===== src/skt_pkg.sv =====
// shared types and constants for the sorted key table
package skt_pkg;

  localparam int DEPTH_DEFAULT     = 256;
  localparam int KEY_BYTES_DEFAULT = 6;
  localparam int KEY_FIELD_W       = 48;
  localparam int STATUS_W          = 3;
  localparam int INDEX_W           = 8;
  localparam int COUNT_OUT_W       = 9;

  typedef enum logic [STATUS_W-1:0] {
    ST_INSERTED  = 3'd0,
    ST_FOUND     = 3'd1,
    ST_FULL      = 3'd2,
    ST_REM_PLAIN = 3'd3,
    ST_REM_SEED  = 3'd4,
    ST_MISSING   = 3'd5
  } status_t;

  // request kinds carried on the input tuser
  localparam logic CMD_FIND_INSERT = 1'b0;
  localparam logic CMD_REMOVE      = 1'b1;

  typedef enum logic [3:0] {
    OP_NONE,
    OP_LOAD,
    OP_READ_MID,
    OP_COMPARE,
    OP_PTR_INIT,
    OP_READ_MOVE,
    OP_WRITE_MOVE,
    OP_WRITE_NEW,
    OP_FINISH
  } dp_op_t;

  typedef struct packed {
    dp_op_t op;
  } dp_cmd_t;

  typedef struct packed {
    logic search_done;
    logic hit;
    logic full;
    logic move_done;
    logic is_remove;
    logic out_busy;
  } dp_stat_t;

  typedef enum logic [2:0] {
    S_IDLE,
    S_SEARCH_RD,
    S_SEARCH_CMP,
    S_DECIDE,
    S_MOVE_RD,
    S_MOVE_WR,
    S_INSERT,
    S_FINISH
  } fsm_state_t;

endpackage


===== src/skt_ctrl.sv =====
// controller state machine: search, shift and result sequencing
module skt_ctrl (
  input  logic             clk,
  input  logic             rst,
  input  logic             in_valid,
  output logic             in_ready,
  input  skt_pkg::dp_stat_t stat,
  output skt_pkg::dp_cmd_t  cmd
);

  skt_pkg::fsm_state_t state, state_next;

  always_ff @(posedge clk) begin
    if (rst) begin
      state <= skt_pkg::S_IDLE;
    end else begin
      state <= state_next;
    end
  end

  always_comb begin
    state_next = state;
    cmd.op     = skt_pkg::OP_NONE;
    in_ready   = 1'b0;
    unique case (state)
      skt_pkg::S_IDLE: begin
        // no request is taken while reset is held
        in_ready = !rst;
        if (in_valid && !rst) begin
          cmd.op     = skt_pkg::OP_LOAD;
          state_next = skt_pkg::S_SEARCH_RD;
        end
      end
      skt_pkg::S_SEARCH_RD: begin
        if (stat.search_done) begin
          state_next = skt_pkg::S_DECIDE;
        end else begin
          cmd.op     = skt_pkg::OP_READ_MID;
          state_next = skt_pkg::S_SEARCH_CMP;
        end
      end
      skt_pkg::S_SEARCH_CMP: begin
        cmd.op     = skt_pkg::OP_COMPARE;
        state_next = skt_pkg::S_SEARCH_RD;
      end
      skt_pkg::S_DECIDE: begin
        if (stat.is_remove) begin
          if (stat.hit) begin
            cmd.op     = skt_pkg::OP_PTR_INIT;
            state_next = skt_pkg::S_MOVE_RD;
          end else begin
            state_next = skt_pkg::S_FINISH;
          end
        end else if (stat.hit || stat.full) begin
          state_next = skt_pkg::S_FINISH;
        end else begin
          cmd.op     = skt_pkg::OP_PTR_INIT;
          state_next = skt_pkg::S_MOVE_RD;
        end
      end
      skt_pkg::S_MOVE_RD: begin
        if (stat.move_done) begin
          state_next = stat.is_remove ? skt_pkg::S_FINISH : skt_pkg::S_INSERT;
        end else begin
          cmd.op     = skt_pkg::OP_READ_MOVE;
          state_next = skt_pkg::S_MOVE_WR;
        end
      end
      skt_pkg::S_MOVE_WR: begin
        cmd.op     = skt_pkg::OP_WRITE_MOVE;
        state_next = skt_pkg::S_MOVE_RD;
      end
      skt_pkg::S_INSERT: begin
        cmd.op     = skt_pkg::OP_WRITE_NEW;
        state_next = skt_pkg::S_FINISH;
      end
      skt_pkg::S_FINISH: begin
        if (!stat.out_busy) begin
          cmd.op     = skt_pkg::OP_FINISH;
          state_next = skt_pkg::S_IDLE;
        end
      end
      default: begin
        state_next = skt_pkg::S_IDLE;
      end
    endcase
  end

endmodule


===== config.mk =====
export PLATFORM = sky130hd
export DESIGN_NAME = skt_ctrl
export DESIGN_NICKNAME = d
export VERILOG_FILES = /design/src/skt_pkg.sv /design/src/skt_ctrl.sv
export SDC_FILE = /design/constraint.sdc
export NUM_CORES = 1
export LEC_CHECK = 0
export BUFFER_PORTS_ARGS = -buffer_cell sky130_fd_sc_hd__buf_2
export CAP_MARGIN = 0
export CORE_AREA = 5 5 42 44
export DETAILED_ROUTE_END_ITERATION = 8
export DIE_AREA = 0 0 47 49
export PLACE_DENSITY = 0.46
export SLEW_MARGIN = 20
export SYNTH_ARGS = -nofsm -noshare
export SYNTH_HDL_FRONTEND = slang
export SYNTH_SLANG_ARGS = --single-unit

===== constraint.sdc =====
create_clock -name clk -period 1.2 [get_ports clk]
set_input_delay 0.06 -clock clk [delete_from_list [all_inputs] [get_ports clk]]
set_output_delay 0.06 -clock clk [all_outputs]
set_load 0.01 [all_outputs]

* Word level (Yosys, flattened, before mapping)
Index checks and enable logic that the tools add are counted.
** Storage, ports and cells
- Register bits :: 3
- Input bits :: 9
- Output and inout port bits :: 5
- Word-level logic and storage cells :: 33
** Operators by class
- Equal/unequal tests :: 9
- Mux-type cells :: 18
- Reduce and logical (&&, ||, !) cells :: 5
** Operators with widths (number)
- 4-bit one-hot mux with 8 select lines :: 1
- 3-bit one-hot mux with 8 select lines :: 1
- 3-bit 2-to-1 mux :: 6
- 3-bit == test, second input constant :: 4
- 2-bit 2-to-1 mux :: 4
- 4-bit 2-to-1 mux :: 2
- 3-bit by 2-bit == test with 1-bit output, second input constant :: 2
- 1-bit 2-to-1 mux :: 4
- 2-bit != test, second input constant :: 2
- 3-bit by 1-bit == test with 1-bit output, second input constant :: 1
- 3-bit zero test :: 1
- 2-bit AND reduction :: 1
- 1-bit logical AND :: 1
- 1-bit zero test :: 1
- 1-bit logical OR :: 1

* Depth between registers and ports, before layout
Gate-level depths: netlist (run 1).
- Depth after elaboration :: 4
- Mapped depth :: 4
- Mapped depth without buffers :: 3

* Least setup slack after synthesis (run 1)
Ideal clock, no wire load.
- Path kind :: register to register
- Start :: reg state[1]
- End :: reg state[0]
- Setup time :: 0.077 ns
- Arrival time :: 1.117 ns
- Data required time :: 1.123 ns
- Slack :: 0.007 ns
- Cell stages (with the launch flop) :: 5
- Buffers on the path :: 1
- Cells stage by stage :: dfxtp_1 -> buf_6 -> or3_4 -> o22a_1 -> a41oi_2
** Between the ends
- Word-level cells in the longest chain between the ends :: 3
- Elaborated cells on any way between the ends :: 12
- Classes of those cells :: 9 x eq/ne; 1 x mux; 2 x reduce/logical
** Ends and longest elaborated chain
- from (decl) :: line skt_ctrl.sv:11 : skt_pkg::fsm_state_t state, state_next;
- from (signal assigned) :: line skt_ctrl.sv:15 : state <= skt_pkg::S_IDLE;
- from (signal assigned) :: line skt_ctrl.sv:17 : state <= state_next;
- 3-bit == test / 3-bit zero test (equally long branches) :: line skt_ctrl.sv:25 : unique case (state)
- 2-bit != test (no line)
- 2-bit AND reduction (no line)
Parallel ways exist; a longest one is shown, timed or not.
A chain may end at the register's enable or synchronous reset.

* Worst setup path after layout (run 1)
- Start :: reg state[0]
- End :: out in_ready
** Between the ends
- Word-level cells in the longest chain between the ends :: 2
** Ends and longest elaborated chain
- 3-bit zero test :: line skt_ctrl.sv:25
- 1-bit 2-to-1 mux :: line skt_ctrl.sv:25
- to (decl) :: line skt_ctrl.sv:6 : output logic in_ready,
Every way passes these cells.

==> results of run 1 <==
report_power, final:
group	switching (µW)	internal [µW]
Combinational	152	167
Clock	52.2	125
Sequential	20.4	122
Total	225	413
layer usage:
metal  GRT usage (%)  vias up
met5               0        -
met4            5.53        0
met3            2.21        0
met2            12.0       17
met1            9.39      153
li1                -      180
worst max-delay path: stages, from the launching register on:
cell     delay [ns]
dfxtp_4        0.35
or3_4          0.40
nor2_1         0.09
buf_2          0.13
repair_timing:
item	CTS	global route
resized for setup	10	5
hold buffers	0	0
hold endpoints to repair	0	0
buffers inserted	0	0
pin swaps	2	3
endpoints found under the setup margin	5	6
placed cells by master (no fill, tap or decap), drive strengths merged:
master,netlist,layout
a21o,1,1
nor2b,2,2
dfxtp,3,3
nor2,3,3
a2bb2oi,1,1
o21ai,3,3
or4,1,1
or3,1,1
a41oi,1,1
nand2,2,2
o22a,1,1
clkbuf,1,4
a31o,1,1
o21bai,1,1
mux2i,1,1
and2,1,1
a21oi,3,3
nor3,2,2
inv,4,4
nand3,1,1
nand2b,3,3
a31oi,2,2
buf,2,17
worst max path at each step:
| stage | startpoint | to | slack (ns) |
|---|---|---|---|
| floorplan | state[1] | state[0] | 0.007 |
| global placement | state[2] | cmd[2] | 0.06 |
| detailed placement | state[0] | state[1] | 0.03 |
| CTS | state[2] | cmd[2] | -0.03 |
| global route | state[2] | cmd[2] | -0.11 |
| finish | state[0] | in_ready | -0.05 |
kinds of logic (layout without fill, tap and decap cells):
family          count (synthesis)  count (layout)  synth area share, %
compound gates                 14              14                 34.1
flops                           3               3                 19.3
simple gates                   16              16                 30.1
mux                             1               1                 3.21
buf+inv                         7              25                 13.2
per-stage QoR:
stage	total power, µW	TNS [ns]
after CTS	626	-0.0495
after floorplan	336	0
after global routing	682	-0.305
after detailed placement	421	0
final	638	-0.0818
after global placement	418	0
cell type report:
type	count	share of cell area (%)
clock buffers	4	5.61
inverters	4	3.74
multi-input cells	31	50.3
flip-flops and latches	3	14.2
well taps	16	4.28
repair buffers	17	21.9
==> results.cfg, run 1 <==
[yosys]
synthArstFlopShare_pct = 0
syn_area_um2 = 312
synth_top_cells_by_area = dfxtp_1, buf_6, nand2b_1
yosys.area.top_type = dfxtp_1
syn_avg_cell_area_um2 = 7.60
ys.flop_type = dfxtp_1
synth_edf_count = 0
synth_most_common_cell = inv_1
synth_cell_types = 24
ys_seq_area_share_pct = 19.3
synthCells = 41
yosysWarnings = 0
synth.top_cell.area_share_pct = 19.3
synth-seq-cells = 3
synth_nets = 50

[routing]
routed-wl-met2_um = 395
wl_met3_um = 86
drt-met1-wl_um = 361
viasPerCell = 4.67
routed_wl_um = 843
drc_errors = 0
top_layer = met3
wl_per_cell_um = 11.2
drtIter0Drc = 4
drtPass1Iterations = 4
ant_nets = 0
vias = 350

[min_path]
holdPathEnd = state[2]
holdPathStages = 2
worstHoldStart = rst
min_path_type = primary input to flip-flop

[setup_path]
endpoint_kind = primary output
critPathKind = flip-flop to primary output
required_ns = 1.14
crit_arrival_ns = 1.19
reg2reg_depth = 3
timing.rr.start = state[0]
critPathMaxFanout = 6
timing.rr.end = state[1]
crit_path_start_kind = flip-flop
reg2reg_setup_slack_ns = 0.02

[global_route]
grt_pass1_vias = 350
grt_max_degree = 9
grt_first_pass_wirelength_um = 1320
grt_usage_pct = 8.01
antenna_found_initial = 0
grt_overflow = 0

[floorplan]
coreArea_um2 = 1400
die_h_um = 49
die_w_um = 47
rows = 14
io_pins = 14
initial_utilization_pct = 22.2
die-area_um2 = 2300

[power_and_ir_drop]
ir_worst_vdd_mv = 0.712
power_density_nw_per_um2 = 1360
power.leakage_uw = 0.000219

[place]
dp_hpwl_um = 689
place_area_um2 = 400
finalWeightedCongestion = 0.692
dp_slack_ns = 0.0266
dp.cells = 71
portBuffers = 13

[clock_tree]
cts_tree = done
clockBufferDepth = 2
cts_buffers = 3
htree_levels = 1
clk_pin_slew_ns = 0.04
clk_latency_ns = 0.23
cts-root-buf = clkbuf_4
clkSinkCount = 3

[timing]
timing.final.ws_setup_ns = -0.0515
finalSetupViolCount = 2
worstMarginPinSlew_ns = 0.231
fin_skew_ns = 0.000208
max_clock_freq_ghz = 0.799
fin_crit_sh_pct = 104
hold_ws_ns = 0.0264
rsz0062_at_grt = yes
finalHoldViolations = 0
max-slew-margin-rel_pct = 84.4
drv_slew = 0
period_needed_ns = 1.25

[final_layout]
seq_area_um2 = 66.3
stdcell_count = 75
drive_gt1_share_pct = 57.6
layout.core_utilization_pct = 33.4
reg_top3 = state x3
nets = 69
largest_reg_flops = 3
top_register = state
n_fill_cell = 162
diodes = 0
multi_input_area_um2 = 235
synthToLayoutAreaGrowth_pct = 50.2
design_area_um2 = 468

[outcome]
status = complete, but fails checks
violations = negative setup slack

[job]
max_cap_viol_count = 0
No activity file was read; power rests on OpenSTA's default activity.
==> inputs of run 2 (changes only) <==
ABC_AREA = 1   (was unset)
PLACE_DENSITY = 0.41   (was 0.46)
clock period = 1.3 ns   (was 1.2 ns; I/O delays follow)
==> results.cfg, run 2 <==
[outcome]
status = finished clean

[floorplan]
coreArea_um2 = 1400
initial_utilization_pct = 19.4
rows = 14
die-area_um2 = 2300
die_h_um = 49
die_w_um = 47
io_pins = 14

[clock_tree]
hold_buffers = 0
post-cts-setup-buffers = 0
clk_latency_ns = 0.23
clkSinkCount = 3
cts_buffers = 3
clk_pin_slew_ns = 0.04
cts-root-buf = clkbuf_4
clockBufferDepth = 2
cts_tree = done
htree_levels = 1

[yosys]
ys.flop_type = dfxtp_1
synth_top_cells_by_area = dfxtp_1, nand2_1, nor2_1
synth_most_common_cell = nand2_1
yosysWarnings = 0
yosys.area.top_type = dfxtp_1
synth_edf_count = 0
synth-seq-cells = 3
synth_cell_types = 17
syn_avg_cell_area_um2 = 5.54
syn_area_um2 = 272
synth_common_cells = nand2_1, nor2_1, nand3_1, inv_1
synth_nets = 58
synthArstFlopShare_pct = 0
ys_seq_area_share_pct = 22.1
synth.top_cell.area_share_pct = 22.1
synthCells = 49

[setup_path]
crit_path_start_kind = flip-flop
cp_slowest_cell = dfxtp_2
critPathMaxFanout = 7
crit_path_max_incr_delay_ns = 0.41
critPathKind = flip-flop to primary output
required_ns = 1.24
timing.rr.end = state[0]
path_cells = inv_2, nand3_1, and3_1, buf_2
crit_arrival_ns = 1.16
endpoint_kind = primary output
reg2reg_depth = 6
reg2reg_setup_slack_ns = 0.27
timing.rr.start = state[0]

[timing]
hold_ws_ns = 0.0166
finalSetupViolCount = 0
period_needed_ns = 1.22
fin_skew_ns = 0.00171
rsz0062_at_grt = no
max-slew-margin-rel_pct = 83.9
fin_crit_sh_pct = 94.1
max_clock_freq_ghz = 0.817
worstMarginPinSlew_ns = 0.240
setup_tns_ns = 0
finalHoldViolations = 0
drv_slew = 0

[final_layout]
top_register = state
nets = 75
drive_gt1_share_pct = 35.4
seq_area_um2 = 63.8
diodes = 0
reg_top3 = state x3
largest_reg_flops = 3
layout_common_cells = buf_2, nand2_1, nor2_1
multi_input_area_um2 = 181
synthToLayoutAreaGrowth_pct = 39.6
n_fill_cell = 181
final_common_cell = buf_2

[routing]
wl_per_cell_um = 9.37
vias = 340
drtPass1Iterations = 4
drtIter0Drc = 7
ant_nets = 0
drc_errors = 0
viasPerCell = 4.20
routed_wl_um = 759

[power_and_ir_drop]
power.leakage_uw = 0.000190
ir_worst_vdd_mv = 0.356
power_density_nw_per_um2 = 1430

[global_route]
use_met1_pct = 9.61
grt_max_degree = 9
use_met2_pct = 8.60
grt_overflow = 0
use_met3_pct = 1.48
antenna_found_initial = 0
grt-busiest-layer = met1
grt_first_pass_wirelength_um = 1170
grt_usage_pct = 6.68
grt_pass1_vias = 292

[min_path]
min_path_type = primary input to flip-flop
holdPathStages = 2
holdPathEnd = state[2]
worstHoldStart = rst

[place]
finalWeightedCongestion = 0.703
portBuffers = 13

[job]
max_cap_viol_count = 0
run 2: critical path, delay by kind of cell (launching register included):
| family | cells | cell delay [ns] |
|---|---|---|
| buffers and inverters | 2 | 0.20 |
| DFF | 1 | 0.41 |
| and+or+nand+nor | 2 | 0.32 |
run 2: final cells by class:
class                   instances  share of cell area (%)
repair buffers                 13                    17.2
flip-flops and latches          3                    16.8
multi-input cells              39                    47.9
clock buffers                   4                    6.93
well taps                      16                    5.28
inverters                       6                    5.94
run 2: worst max path at each step:
stage | start | endpoint | slack (ns) | cells past startpoint
after CTS | state[1] | cmd[2] | 0.01 | 5
final | state[2] | cmd[0] | 0.08 | 4
after global routing | state[2] | cmd[0] | 0.001 | 4
after global placement | state[2] | state[1] | 0.13 | 5
after floorplan | state[2] | state[0] | 0.33 | 5
after detailed placement | state[2] | state[1] | 0.18 | 5
run 2: routing by layer:
layer  part of all wire [%]  wire [µm]
met1                     47        353
met2                     45        345
met3                    7.9         60
met4                      0          0
met5                      0          0
run 2: kinds of logic after synthesis:
kind of cell | after synthesis | synth area share, %
AOI/OAI and AO/OA | 6 | 11.5
buffers and inverters | 7 | 11.1
DFF | 3 | 22.1
and+or+nand+nor | 33 | 55.3
run 2: what timing repair did:
| action | CTS | global route |
|---|---|---|
| gates cloned | 0 | 0 |
| gates resized for setup | 1 | 2 |
| setup endpoints to repair | 1 | 2 |
run 2: report_power, final:
| part | switching, µW | internal (µW) |
|---|---|---|
| combinational | 131 | 94.7 |
| clock | 46.4 | 115 |
| sequential | 39.0 | 117 |
run 2: through the flow:
stage | cell area (µm²) | utilization [%] | power (µW) | worst slack (ns) | instances
final | 379 | 27.1 | 543 | 0.0761 | 81
after global routing | 379 | 27.1 | 593 | 0.00136 | 81
after CTS | 377 | 26.9 | 550 | 0.0124 | 81
after detailed placement | 349 | 24.9 | 380 | 0.183 | 77
after global placement | 349 | 24.9 | 386 | 0.126 | 77
after floorplan | 272 | - | 309 | 0.332 | 49
==> inputs of run 3 (changes only) <==
BUFFER_PORTS_ARGS = unset   (was -buffer_cell sky130_fd_sc_hd__buf_2)
DONT_BUFFER_PORTS = 1   (was unset)
PLACE_DENSITY = 0.32   (was 0.41)
==> results.cfg, run 3 (synthesized netlist as in run 2, its figures left out) <==
[setup_path]
crit_arrival_ns = 1.16
critPathKind = flip-flop to primary output
crit_path_start_kind = flip-flop
cp_slowest_cell = dfxtp_1
required_ns = 1.24
critPathMaxFanout = 6
reg2reg_setup_slack_ns = 0.22
endpoint_kind = primary output
timing.rr.end = state[0]
crit_path_max_incr_delay_ns = 0.44
path_cells = inv_2, nand3_1, and3_1
timing.rr.start = state[0]
reg2reg_depth = 6

[timing]
max_clock_freq_ghz = 0.817
drv_slew = 0
finalHoldViolations = 0
finalSetupViolCount = 0
timing.final.ws_setup_ns = 0.0761
setup_tns_ns = 0
rsz0062_at_grt = no
max-slew-margin-rel_pct = 75.6
period_needed_ns = 1.22
fin_skew_ns = 0.000657
worstMarginPinSlew_ns = 0.362
fin_crit_sh_pct = 94.1

[min_path]
holdPathEnd = state[1]
worstHoldStart = rst
min_path_type = primary input to flip-flop
holdPathStages = 3

[place]
place_area_um2 = 299
finalWeightedCongestion = 0.766
dp_slack_ns = 0.156
dp_hpwl_um = 672
portBuffers = 0

[routing]
drtPass1Iterations = 2
routed_wl_um = 822
vias = 317
drc_errors = 0
ant_nets = 0
viasPerCell = 4.46
drtIter0Drc = 4
wl_per_cell_um = 11.6

[floorplan]
initial_utilization_pct = 19.4
io_pins = 14
rows = 14
die_h_um = 49
coreArea_um2 = 1400
die-area_um2 = 2300
die_w_um = 47

[final_layout]
top_register = state
drive_gt1_share_pct = 21.8
nets = 65
reg_top3 = state x3
seq_area_um2 = 62.6
layout_common_cells = nand2_1, nor2_1, nand3_1
n_fill_cell = 175
diodes = 0
final_common_cell = nand2_1
multi_input_area_um2 = 185
synthToLayoutAreaGrowth_pct = 25.8
largest_reg_flops = 3
design_area_um2 = 342

[power_and_ir_drop]
power_density_nw_per_um2 = 1540
ir_worst_vdd_mv = 0.866
power.leakage_uw = 0.000150

[clock_tree]
cts_buffers = 3
clk_latency_ns = 0.23
clkSinkCount = 3
htree_levels = 1
clk_pin_slew_ns = 0.04
cts_tree = done
cts-root-buf = clkbuf_4
clockBufferDepth = 2

[job]
max_cap_viol_count = 0

[global_route]
grt_usage_pct = 8.23
antenna_found_initial = 0
grt_pass1_vias = 311
grt_first_pass_wirelength_um = 1340
grt_overflow = 0
grt_max_degree = 9

[outcome]
status = finished clean
[run 3: cell types whose count changed in the layout (fill, tap and decap cells not counted)]
cell | previous run | this run
buf_2 | 13 | 0
buf_4 | 0 | 2
dfxtp_1 | 0 | 1
dfxtp_2 | 3 | 2
dlygate4sd3_1 | 0 | 1
o21ai_0 | 3 | 2
o21ai_2 | 0 | 1
[run 3: stage by stage]
step | instances | hold slack, ns | util (%) | total power (µW)
after floorplan | 49 | 0.134 | - | 309
after global placement | 66 | 0.142 | 21.3 | 363
after detailed placement | 66 | 0.142 | 21.3 | 356
after CTS | 71 | 0.0214 | 23.9 | 530
after global routing | 71 | 0.0298 | 24.4 | 583
final | 71 | 0.0215 | 24.4 | 527
[run 3: per-layer routing]
metal,GRT usage [%],part of all wire [%],vias to the layer above
li1,-,-,176
met1,10.1,43,131
met2,10.6,45,10
met3,7.75,12,0
met4,1.38,0,0
met5,0,0,-
[run 3: how the worst max path moves through the flow]
stage	startpoint	endpoint
2_1_floorplan	state[2]	state[0]
3_3_place_gp	state[0]	state[0]
3_5_place_dp	state[0]	state[0]
4_1_cts	state[0]	cmd[0]
5_1_grt	state[2]	cmd[0]
6_report	state[2]	cmd[0]
[run 3: where the power goes]
group | switching, µW | leakage (µW) | total (µW) | internal (µW)
logic | 128 | 0.000110 | 208 | 79.8
clock network | 48.6 | 0.0000150 | 164 | 115
registers | 39.8 | 0.0000253 | 156 | 116
total | 216 | 0.000150 | 527 | 311
[run 3: repair_timing]
action,4_1_cts,5_1_grt
hold buffers,1,0
cloned,0,0
setup buffers,0,0
gates resized for setup,1,3
setup endpoints to repair,1,4
hold endpoints to repair,1,0
[run 3: worst max-delay path, delay by kind of cell, from the launching register on]
kind                   cells  cell delay [ns]
flip-flops                 1             0.44
buffers and inverters      1             0.09
AND/OR/NAND/NOR            2             0.39
[run 3: area by class of cell]
| type | instances | share of cell area [%] |
|---|---|---|
| well taps | 16 | 5.86 |
| flip-flops and latches | 3 | 18.3 |
| repair buffers | 3 | 7.33 |
| multi-input cells | 39 | 54.2 |
| clock buffers | 4 | 7.69 |
| inverters | 6 | 6.59 |
